## src/hdl/clmp_pkg.sv

```systemverilog
package clmp_pkg;

  localparam int MASK_BITS_DEF   = 64;
  localparam int NUMBER_BITS_DEF = 16;
  localparam int QUEUE_DEPTH_DEF = 2;

  localparam logic [7:0] CH_COMMA = 8'h2C;
  localparam logic [7:0] CH_DASH  = 8'h2D;
  localparam logic [7:0] CH_ZERO  = 8'h30;
  localparam logic [7:0] CH_NINE  = 8'h39;
  localparam logic [7:0] CH_SPACE = 8'h20;
  localparam logic [7:0] CH_TAB   = 8'h09;
  localparam logic [7:0] CH_CR    = 8'h0D;

  typedef enum logic [2:0] {
    TK_DIGIT,
    TK_COMMA,
    TK_DASH,
    TK_SPACE,
    TK_OTHER
  } tok_kind_t;

  typedef struct packed {
    tok_kind_t  kind;
    logic [3:0] digit;
    logic       last;
  } token_t;

endpackage

```

## src/hdl/clmp_ifs.sv

```systemverilog
interface clmp_in_if;
  logic       valid;
  logic       ready;
  logic [7:0] char_code;
  logic       end_of_text;

  modport source (output valid, output char_code, output end_of_text, input ready);
  modport sink (input valid, input char_code, input end_of_text, output ready);
endinterface

interface clmp_out_if #(
  parameter int MASK_BITS = clmp_pkg::MASK_BITS_DEF
);
  logic                 valid;
  logic                 ready;
  logic [MASK_BITS-1:0] cpu_mask;
  logic                 format_error;

  modport source (output valid, output cpu_mask, output format_error, input ready);
  modport sink (input valid, input cpu_mask, input format_error, output ready);
endinterface

```

## src/hdl/clmp_front.sv

```systemverilog
module clmp_front (
  input  logic [7:0]     char_code,
  input  logic           end_of_text,
  output clmp_pkg::token_t tok
);

  logic [7:0] offset;

  assign offset = char_code - clmp_pkg::CH_ZERO;

  always_comb begin
    tok.last  = end_of_text;
    tok.digit = offset[3:0];
    if (char_code >= clmp_pkg::CH_ZERO && char_code <= clmp_pkg::CH_NINE) begin
      tok.kind = clmp_pkg::TK_DIGIT;
    end else if (char_code == clmp_pkg::CH_COMMA) begin
      tok.kind = clmp_pkg::TK_COMMA;
    end else if (char_code == clmp_pkg::CH_DASH) begin
      tok.kind = clmp_pkg::TK_DASH;
    end else if (char_code == clmp_pkg::CH_SPACE ||
                 (char_code >= clmp_pkg::CH_TAB && char_code <= clmp_pkg::CH_CR)) begin
      tok.kind = clmp_pkg::TK_SPACE;
    end else begin
      tok.kind = clmp_pkg::TK_OTHER;
    end
  end

endmodule

```

## src/hdl/clmp_queue.sv

```systemverilog
module clmp_queue #(
  parameter int DEPTH = clmp_pkg::QUEUE_DEPTH_DEF
) (
  input  logic             clk,
  input  logic             rst,
  input  logic             push,
  input  clmp_pkg::token_t push_tok,
  output logic             full,
  input  logic             pop,
  output logic             not_empty,
  output clmp_pkg::token_t pop_tok
);

  localparam int PW = (DEPTH > 1) ? $clog2(DEPTH) : 1;
  localparam int CW = $clog2(DEPTH + 1);

  clmp_pkg::token_t mem [DEPTH];
  logic [PW-1:0] wr_ptr;
  logic [PW-1:0] rd_ptr;
  logic [CW-1:0] count;

  logic do_push;
  logic do_pop;

  assign full      = (count == CW'(DEPTH));
  assign not_empty = (count != '0);
  assign do_push   = push && !full;
  assign do_pop    = pop && not_empty;
  assign pop_tok   = mem[rd_ptr];

  function automatic logic [PW-1:0] wrap_inc(input logic [PW-1:0] p);
    wrap_inc = (p == PW'(DEPTH - 1)) ? '0 : p + 1'b1;
  endfunction

  always_ff @(posedge clk) begin
    if (do_push) begin
      mem[wr_ptr] <= push_tok;
    end
  end

  always_ff @(posedge clk) begin
    if (rst) begin
      wr_ptr <= '0;
      rd_ptr <= '0;
      count  <= '0;
    end else begin
      if (do_push) begin
        wr_ptr <= wrap_inc(wr_ptr);
      end
      if (do_pop) begin
        rd_ptr <= wrap_inc(rd_ptr);
      end
      if (do_push && !do_pop) begin
        count <= count + 1'b1;
      end else if (do_pop && !do_push) begin
        count <= count - 1'b1;
      end
    end
  end

endmodule

```

## src/hdl/clmp_back.sv

```systemverilog
module clmp_back #(
  parameter int MASK_BITS   = clmp_pkg::MASK_BITS_DEF,
  parameter int NUMBER_BITS = clmp_pkg::NUMBER_BITS_DEF
) (
  input  logic             clk,
  input  logic             rst,
  input  logic             tok_valid,
  input  clmp_pkg::token_t tok,
  output logic             tok_pop,
  clmp_out_if.source       results
);

  localparam int IDX = $clog2(MASK_BITS);
  localparam int AW  = NUMBER_BITS + 4;
  localparam logic [IDX-1:0] TOP_IDX = IDX'(MASK_BITS - 1);
  localparam logic [NUMBER_BITS-1:0] NUM_MAX = '1;

  logic [NUMBER_BITS-1:0] number_acc,  number_acc_next;
  logic                   number_seen, number_seen_next;
  logic [NUMBER_BITS-1:0] range_start, range_start_next;
  logic                   range_open,  range_open_next;
  logic [MASK_BITS-1:0]   mask_acc,    mask_acc_next;
  logic                   error_seen,  error_seen_next;

  logic                   out_valid;
  logic [MASK_BITS-1:0]   out_mask;
  logic                   out_error;

  logic [NUMBER_BITS-1:0] acc1;
  logic                   seen1;
  logic [NUMBER_BITS-1:0] rs1;
  logic                   ro1;
  logic                   err1;
  logic                   err2;
  logic                   is_comma;
  logic                   do_close;
  logic [AW-1:0]          acc_x10;
  logic [NUMBER_BITS-1:0] lo;
  logic [MASK_BITS-1:0]   span;
  logic [MASK_BITS-1:0]   mask1;

  assign tok_pop = tok_valid && (!tok.last || !out_valid || results.ready);

  assign acc_x10 = {1'b0, number_acc, 3'b000} + {3'b000, number_acc, 1'b0} + AW'(tok.digit);

  always_comb begin
    acc1     = number_acc;
    seen1    = number_seen;
    rs1      = range_start;
    ro1      = range_open;
    err1     = error_seen;
    is_comma = 1'b0;
    if (!error_seen) begin
      case (tok.kind)
        clmp_pkg::TK_DIGIT: begin
          acc1  = (acc_x10 > AW'(NUM_MAX)) ? NUM_MAX : acc_x10[NUMBER_BITS-1:0];
          seen1 = 1'b1;
        end
        clmp_pkg::TK_COMMA: begin
          is_comma = 1'b1;
        end
        clmp_pkg::TK_SPACE: begin
        end
        clmp_pkg::TK_DASH: begin
          if (!number_seen || range_open) begin
            err1 = 1'b1;
          end else begin
            rs1   = number_acc;
            ro1   = 1'b1;
            seen1 = 1'b0;
            acc1  = '0;
          end
        end
        default: begin
          err1 = 1'b1;
        end
      endcase
    end
  end

  always_comb begin
    logic [IDX-1:0] hi_idx;
    logic [IDX-1:0] lo_idx;
    hi_idx = (acc1 >= NUMBER_BITS'(MASK_BITS)) ? TOP_IDX : acc1[IDX-1:0];
    lo     = ro1 ? rs1 : acc1;
    lo_idx = lo[IDX-1:0];
    if (lo > acc1 || lo >= NUMBER_BITS'(MASK_BITS)) begin
      span = '0;
    end else begin
      span = ({MASK_BITS{1'b1}} << lo_idx) & ({MASK_BITS{1'b1}} >> (TOP_IDX - hi_idx));
    end
  end

  assign do_close = !err1 && (is_comma || tok.last);
  assign mask1    = (do_close && seen1) ? (mask_acc | span) : mask_acc;
  assign err2     = err1 || (do_close && (!seen1 || (is_comma && tok.last)));

  always_comb begin
    number_acc_next  = acc1;
    number_seen_next = seen1;
    range_start_next = rs1;
    range_open_next  = ro1;
    mask_acc_next    = mask1;
    error_seen_next  = err2;
    if (do_close && seen1) begin
      number_acc_next  = '0;
      number_seen_next = 1'b0;
      range_open_next  = 1'b0;
    end
    if (tok.last) begin
      number_acc_next  = '0;
      number_seen_next = 1'b0;
      range_start_next = '0;
      range_open_next  = 1'b0;
      mask_acc_next    = '0;
      error_seen_next  = 1'b0;
    end
  end

  always_ff @(posedge clk) begin
    if (rst) begin
      number_acc  <= '0;
      number_seen <= 1'b0;
      range_start <= '0;
      range_open  <= 1'b0;
      mask_acc    <= '0;
      error_seen  <= 1'b0;
    end else if (tok_pop) begin
      number_acc  <= number_acc_next;
      number_seen <= number_seen_next;
      range_start <= range_start_next;
      range_open  <= range_open_next;
      mask_acc    <= mask_acc_next;
      error_seen  <= error_seen_next;
    end
  end

  always_ff @(posedge clk) begin
    if (rst) begin
      out_valid <= 1'b0;
    end else if (tok_pop && tok.last) begin
      out_valid <= 1'b1;
    end else if (results.ready) begin
      out_valid <= 1'b0;
    end
  end

  always_ff @(posedge clk) begin
    if (tok_pop && tok.last) begin
      out_mask  <= err2 ? '0 : mask1;
      out_error <= err2;
    end
  end

  assign results.valid        = out_valid;
  assign results.cpu_mask     = out_mask;
  assign results.format_error = out_error;

endmodule

```

## src/hdl/cpu_list_to_mask_parser_core.sv

```systemverilog
// Channel   Dir  Transaction
// chars     in   one text byte: char_code, end_of_text
// results   out  one per text: cpu_mask, format_error
//
// Throughput: one byte per cycle while the token queue has room; the back end
// retires one token a cycle, a final one only while the result slot is free.
// Reset: rst clears the token queue, the parser state and the result valid.
// Stalls: a held result blocks only the final byte of the next text; other
// bytes keep flowing until the token queue fills. The result is registered.
module cpu_list_to_mask_parser_core #(
  parameter int MASK_BITS   = clmp_pkg::MASK_BITS_DEF,
  parameter int NUMBER_BITS = clmp_pkg::NUMBER_BITS_DEF,
  parameter int QUEUE_DEPTH = clmp_pkg::QUEUE_DEPTH_DEF
) (
  input  logic       clk,
  input  logic       rst,
  clmp_in_if.sink    chars,
  clmp_out_if.source results
);

  clmp_pkg::token_t front_tok;
  clmp_pkg::token_t queue_tok;
  logic             queue_full;
  logic             queue_valid;
  logic             back_pop;

  assign chars.ready = !queue_full;

  clmp_front u_front (
    .char_code   (chars.char_code),
    .end_of_text (chars.end_of_text),
    .tok         (front_tok)
  );

  clmp_queue #(
    .DEPTH (QUEUE_DEPTH)
  ) u_queue (
    .clk       (clk),
    .rst       (rst),
    .push      (chars.valid),
    .push_tok  (front_tok),
    .full      (queue_full),
    .pop       (back_pop),
    .not_empty (queue_valid),
    .pop_tok   (queue_tok)
  );

  clmp_back #(
    .MASK_BITS   (MASK_BITS),
    .NUMBER_BITS (NUMBER_BITS)
  ) u_back (
    .clk       (clk),
    .rst       (rst),
    .tok_valid (queue_valid),
    .tok       (queue_tok),
    .tok_pop   (back_pop),
    .results   (results)
  );

endmodule

```

## src/flat_wrapper.sv

```systemverilog
// flat-port wrapper written by rule: the top's interface ports become plain ports
module cpu_list_to_mask_parser_core_flat 
#(
  parameter int MASK_BITS   = clmp_pkg::MASK_BITS_DEF,
  parameter int NUMBER_BITS = clmp_pkg::NUMBER_BITS_DEF,
  parameter int QUEUE_DEPTH = clmp_pkg::QUEUE_DEPTH_DEF
)
  (clk, rst, chars_valid, chars_char_code, chars_end_of_text, chars_ready, results_valid, results_cpu_mask, results_format_error, results_ready);
  clmp_in_if chars_i ();
  clmp_out_if #(.MASK_BITS(MASK_BITS)) results_i ();
  input  logic clk;
  input  logic rst;
  input wire logic [$bits(chars_i.valid)-1:0] chars_valid;
  input wire logic [$bits(chars_i.char_code)-1:0] chars_char_code;
  input wire logic [$bits(chars_i.end_of_text)-1:0] chars_end_of_text;
  output wire logic [$bits(chars_i.ready)-1:0] chars_ready;
  output wire logic [$bits(results_i.valid)-1:0] results_valid;
  output wire logic [$bits(results_i.cpu_mask)-1:0] results_cpu_mask;
  output wire logic [$bits(results_i.format_error)-1:0] results_format_error;
  input wire logic [$bits(results_i.ready)-1:0] results_ready;
  assign chars_i.valid = chars_valid;
  assign chars_i.char_code = chars_char_code;
  assign chars_i.end_of_text = chars_end_of_text;
  assign chars_ready = chars_i.ready;
  assign results_valid = results_i.valid;
  assign results_cpu_mask = results_i.cpu_mask;
  assign results_format_error = results_i.format_error;
  assign results_i.ready = results_ready;
  cpu_list_to_mask_parser_core #(.MASK_BITS(MASK_BITS), .NUMBER_BITS(NUMBER_BITS), .QUEUE_DEPTH(QUEUE_DEPTH)) u_core (.clk(clk), .rst(rst), .chars(chars_i), .results(results_i));
endmodule
```

## config.mk

```make
export PLATFORM = sky130hd
export DESIGN_NAME = cpu_list_to_mask_parser_core_flat
export DESIGN_NICKNAME = d
export VERILOG_FILES = /design/src/hdl/clmp_pkg.sv /design/src/hdl/clmp_ifs.sv /design/src/hdl/clmp_front.sv /design/src/hdl/clmp_queue.sv /design/src/hdl/clmp_back.sv /design/src/hdl/cpu_list_to_mask_parser_core.sv /design/src/flat_wrapper.sv
export SDC_FILE = /design/constraint.sdc
export NUM_CORES = 1
export LEC_CHECK = 0
export BUFFER_PORTS_ARGS = -buffer_cell sky130_fd_sc_hd__buf_2
export CAP_MARGIN = 20
export CORE_ASPECT_RATIO = 1.2
export CORE_MARGIN = 2
export CORE_UTILIZATION = 50
export CTS_CLUSTER_DIAMETER = 100
export CTS_CLUSTER_SIZE = 20
export DETAILED_ROUTE_END_ITERATION = 10
export MAX_ROUTING_LAYER = met4
export PLACE_DENSITY = 0.68
export SLEW_MARGIN = 15
export SYNTH_ARGS = -nofsm -noshare
export SYNTH_HDL_FRONTEND = slang
export SYNTH_SLANG_ARGS = --single-unit
```

## constraint.sdc

```tcl
create_clock -name clk -period 8.1 [get_ports clk]
set_input_delay 1.215 -clock clk [delete_from_list [all_inputs] [get_ports clk]]
set_output_delay 1.215 -clock clk [all_outputs]
set_load 0.05 [all_outputs]
```

==> results.py <==
metrics = {
    "clock_network": {
        "htree_num_levels": 4,
        "cts_hold_buf": 0,
        "cts-root-buf": "clkbuf_16",
        "clockBufferDepth": 2,
        "cts_tree": "done",
        "cts.sinks": 186,
        "cts_buffers": 17,
        "clk_latency_ns": 0.45,
        "cts.clk_slew.worst_paths_ns": 0.08,
    },
    "run": {
        "cap_violations": 0,
    },
    "power_and_ir_drop": {
        "vdd_drop_max_mv": 0.222,
        "power_density_nw_per_um2": 251,
        "cellLeakagePower_nw": 4.36,
    },
    "synthesis": {
        "synth_most_common_cell": "nand2_1",
        "yosysSeqAreaShare_pct": 42.7,
        "syn_nets": 1292,
        "synth_cell_types": 90,
        "yosysWarnings": 0,
        "yosysTopAreaCell": "edfxtp_1",
        "synthTopCellsByCount": "191 x nand2_1, 129 x o21ai_0, 105 x dfxtp_1, 97 x nor2_1, 83 x a21oi_1",
        "synthFlopType": "dfxtp_1",
        "syn-cell-area_sq_um": 10600,
        "syn-instance-count": 1229,
        "synthTopCellsByArea": "edfxtp_1 23%, dfxtp_1 20%, nand2_1 6.7%",
        "ys_ff_latch": 186,
        "ys_async_sr_fraction_pct": 0,
        "avgSynthCellArea_sq_um": 8.65,
        "synth_edf_count": 81,
        "yosysTopAreaCellShare_pct": 22.9,
    },
    "worst_setup_path": {
        "cp_data_arrival_time_ns": 7.74,
        "worstSetupEndpointType": "flip-flop",
        "critical_path_class": "reg2reg",
        "crit_required_ns": 8.37,
        "start_kind": "flip-flop",
        "cp_max_fo": 16,
    },
    "floorplanning": {
        "die_area_sq_um": 22400,
        "die_w_um": 137,
        "die_y_um": 164,
        "design.portCount": 80,
        "rows": 58,
        "coreArea_sq_um": 20900,
        "initial_core_util_pct": 50.9,
    },
    "finish": {
        "regArea_sq_um": 4540,
        "fin_util_pct": 57.2,
        "fillers": 1965,
        "antenna_cells": 0,
        "nets": 1350,
        "multi_input_area_sq_um": 5710,
        "drive_gt1_share_pct": 13.6,
        "syn2layout_area_growth_pct": 12.4,
        "layout.cells.non_filler": 1570,
    },
    "placement": {
        "port_buffers": 79,
        "placedCellCount": 1538,
        "dp_hpwl_um": 25100,
        "place.gp.congestion": 1.05,
        "dp_slack_ns": 0.470,
    },
    "drt": {
        "drt_wl_total_um": 34300,
        "dr_total_vias": 9954,
        "drt-wirelength-per-cell_um": 21.8,
        "drc_errors": 0,
        "viasPerCell": 6.34,
        "drtAntennaViolNets": 0,
        "drt_iter0_drc": 1098,
        "firstDrtPassIters": 5,
    },
    "sta": {
        "min_period_ns": 7.47,
        "fin_ws_ns": 0.625,
        "relSlewSlack_pct": 31.7,
        "period_share_pct": 92.3,
        "setup_viol": 0,
        "tns_ns": 0,
        "rsz0062_at_grt": "no",
        "fmax_ghz": 0.134,
        "hold_violations": 0,
        "slew_violations": 0,
        "worst_pin_slew_ns": 1.02,
        "finClkSkew_ns": 0.0230,
    },
    "grt": {
        "track_usage_pct": 31.8,
        "grt_pass1_vias": 9505,
        "grt_first_pass_wirelength_um": 53000,
        "grt_max_degree": 68,
        "grt_antenna_before_repair": 0,
        "grt.overflow.total": 0,
    },
    "worst_hold_path": {
        "hold_class": "reg2reg",
    },
    "outcome": {
        "status": "finished, final reports clean",
    },
}
## layer usage
| metal | share of wire [%] | up-vias | GRT usage [%] |
|---|---|---|---|
| li1 | - | 4708 | - |
| met1 | 40 | 4712 | 38.1 |
| met2 | 49 | 418 | 52.4 |
| met3 | 5.8 | 116 | 3.77 |
| met4 | 5.2 | 0 | 16.4 |
| met5 | 0 | - | - |
## kinds of logic (layout without fill, tap and decap cells)
| logic type | Yosys count | in the layout | share of synthesized area, % |
|---|---|---|---|
| DFF | 186 | 186 | 42.7 |
| adders and majority gates | 51 | 51 | 6.12 |
| xor gates and xnor gates | 11 | 11 | 0.906 |
| muxes | 13 | 13 | 1.37 |
| and+or+nand+nor | 414 | 414 | 17.6 |
| buffers and inverters | 104 | 175 | 3.93 |
| AOI/OAI and AO/OA | 450 | 450 | 27.4 |
## placed cells by master (no fill, tap or decap), drive strengths merged, types with 6 or more instances in the layout
cell type	count
o22ai	27
mux2i	7
a211oi	18
mux2	6
a21oi	83
edfxtp	81
a2111oi	6
o21a	16
o211ai	12
clkinv	7
and2	7
o31ai	29
or3	6
xnor2	7
dfxtp	105
nand4	10
a21o	6
nor2b	11
a22oi	27
nand2	192
nand2b	11
nor2	97
nand3	29
a2bb2oi	9
nor3	17
a31oi	13
buf	108
inv	42
o21ai	147
ha	48
and3	8
clkbuf	17
## state kept, by name, indices dropped and copies added, names as in the netlist, named ones only
signal	count
u_core.u_back.range_start	16
u_core.u_queue.rd_ptr	1
u_core.u_back.results.cpu_mask	64
u_core.u_back.error_seen	1
u_core.u_back.mask_acc	64
u_core.u_back.results.format_error	1
u_core.u_back.results.valid	1
u_core.u_queue.wr_ptr	1
u_core.u_queue.count	2
u_core.u_back.number_acc	16
u_core.u_back.range_open	1
u_core.u_back.number_seen	1
u_core.u_queue.mem	16
## power breakdown
part	internal, mW	switching, mW	leakage, nW	total [mW]
sequential	1.11	0.0475	1.62	1.16
combinational	0.209	0.758	2.45	0.967
clock	0.426	0.441	0.296	0.867
## path summary, 6_finish.rpt
path                        startpoint                            endpoint  slack, ns  depth (start not counted)
max reg2reg                  flip-flop  u_core.u_back.results.cpu_mask[53]       0.63                         24
min reg2reg  u_core.u_back.mask_acc[7]           u_core.u_back.mask_acc[7]       0.45                          2
min          u_core.u_back.mask_acc[7]           u_core.u_back.mask_acc[7]       0.45                          2
max                          flip-flop  u_core.u_back.results.cpu_mask[53]       0.63                         24
## through the flow
stage	power (mW)	instance area, sq um	hold slack [ns]
after floorplan	1.87	10600	0.420
after global placement	2.14	11300	0.430
after detailed placement	2.14	11300	0.439
after CTS	3.00	11900	0.455
after global routing	3.10	11900	0.473
final	3.00	11900	0.453
## worst max-delay path: stages (launching register included)
cell and delay, ns:
dfxtp_2 0.53, mux2_2 0.40, fa_1 0.37, ha_1 0.36, o211ai_1 0.56, o21ai_2 0.21
a21o_1 0.21, a41o_1 0.23, mux2i_2 0.30, and3_1 0.42, buf_4 0.24, a21oi_1 0.07
a21oi_1 0.22, ha_1 0.20, nand4_1 0.12, or3_1 0.40, o32ai_1 0.33, a31oi_1 0.10
a2111oi_2 0.34, nand4_1 0.16, a2111oi_1 0.49, o2111ai_1 0.25, buf_4 0.27, nand2b_1 0.24
o31ai_1 0.28
## cell type report
class                           count  area share (%)
Sequential cell                   186            38.0
Inverter                           35            1.10
Clock inverter                     15            1.61
Multi-Input combinational cell    939            47.8
Tap cell                          270            2.83
Clock buffer                       17            3.56
Timing Repair Buffer              108            5.13
## timing repair
item,4_1_cts,5_1_grt
buffers inserted,0,0
setup endpoints to repair,0,17
resized for setup,0,2
(Power assumes the default switching activity.)
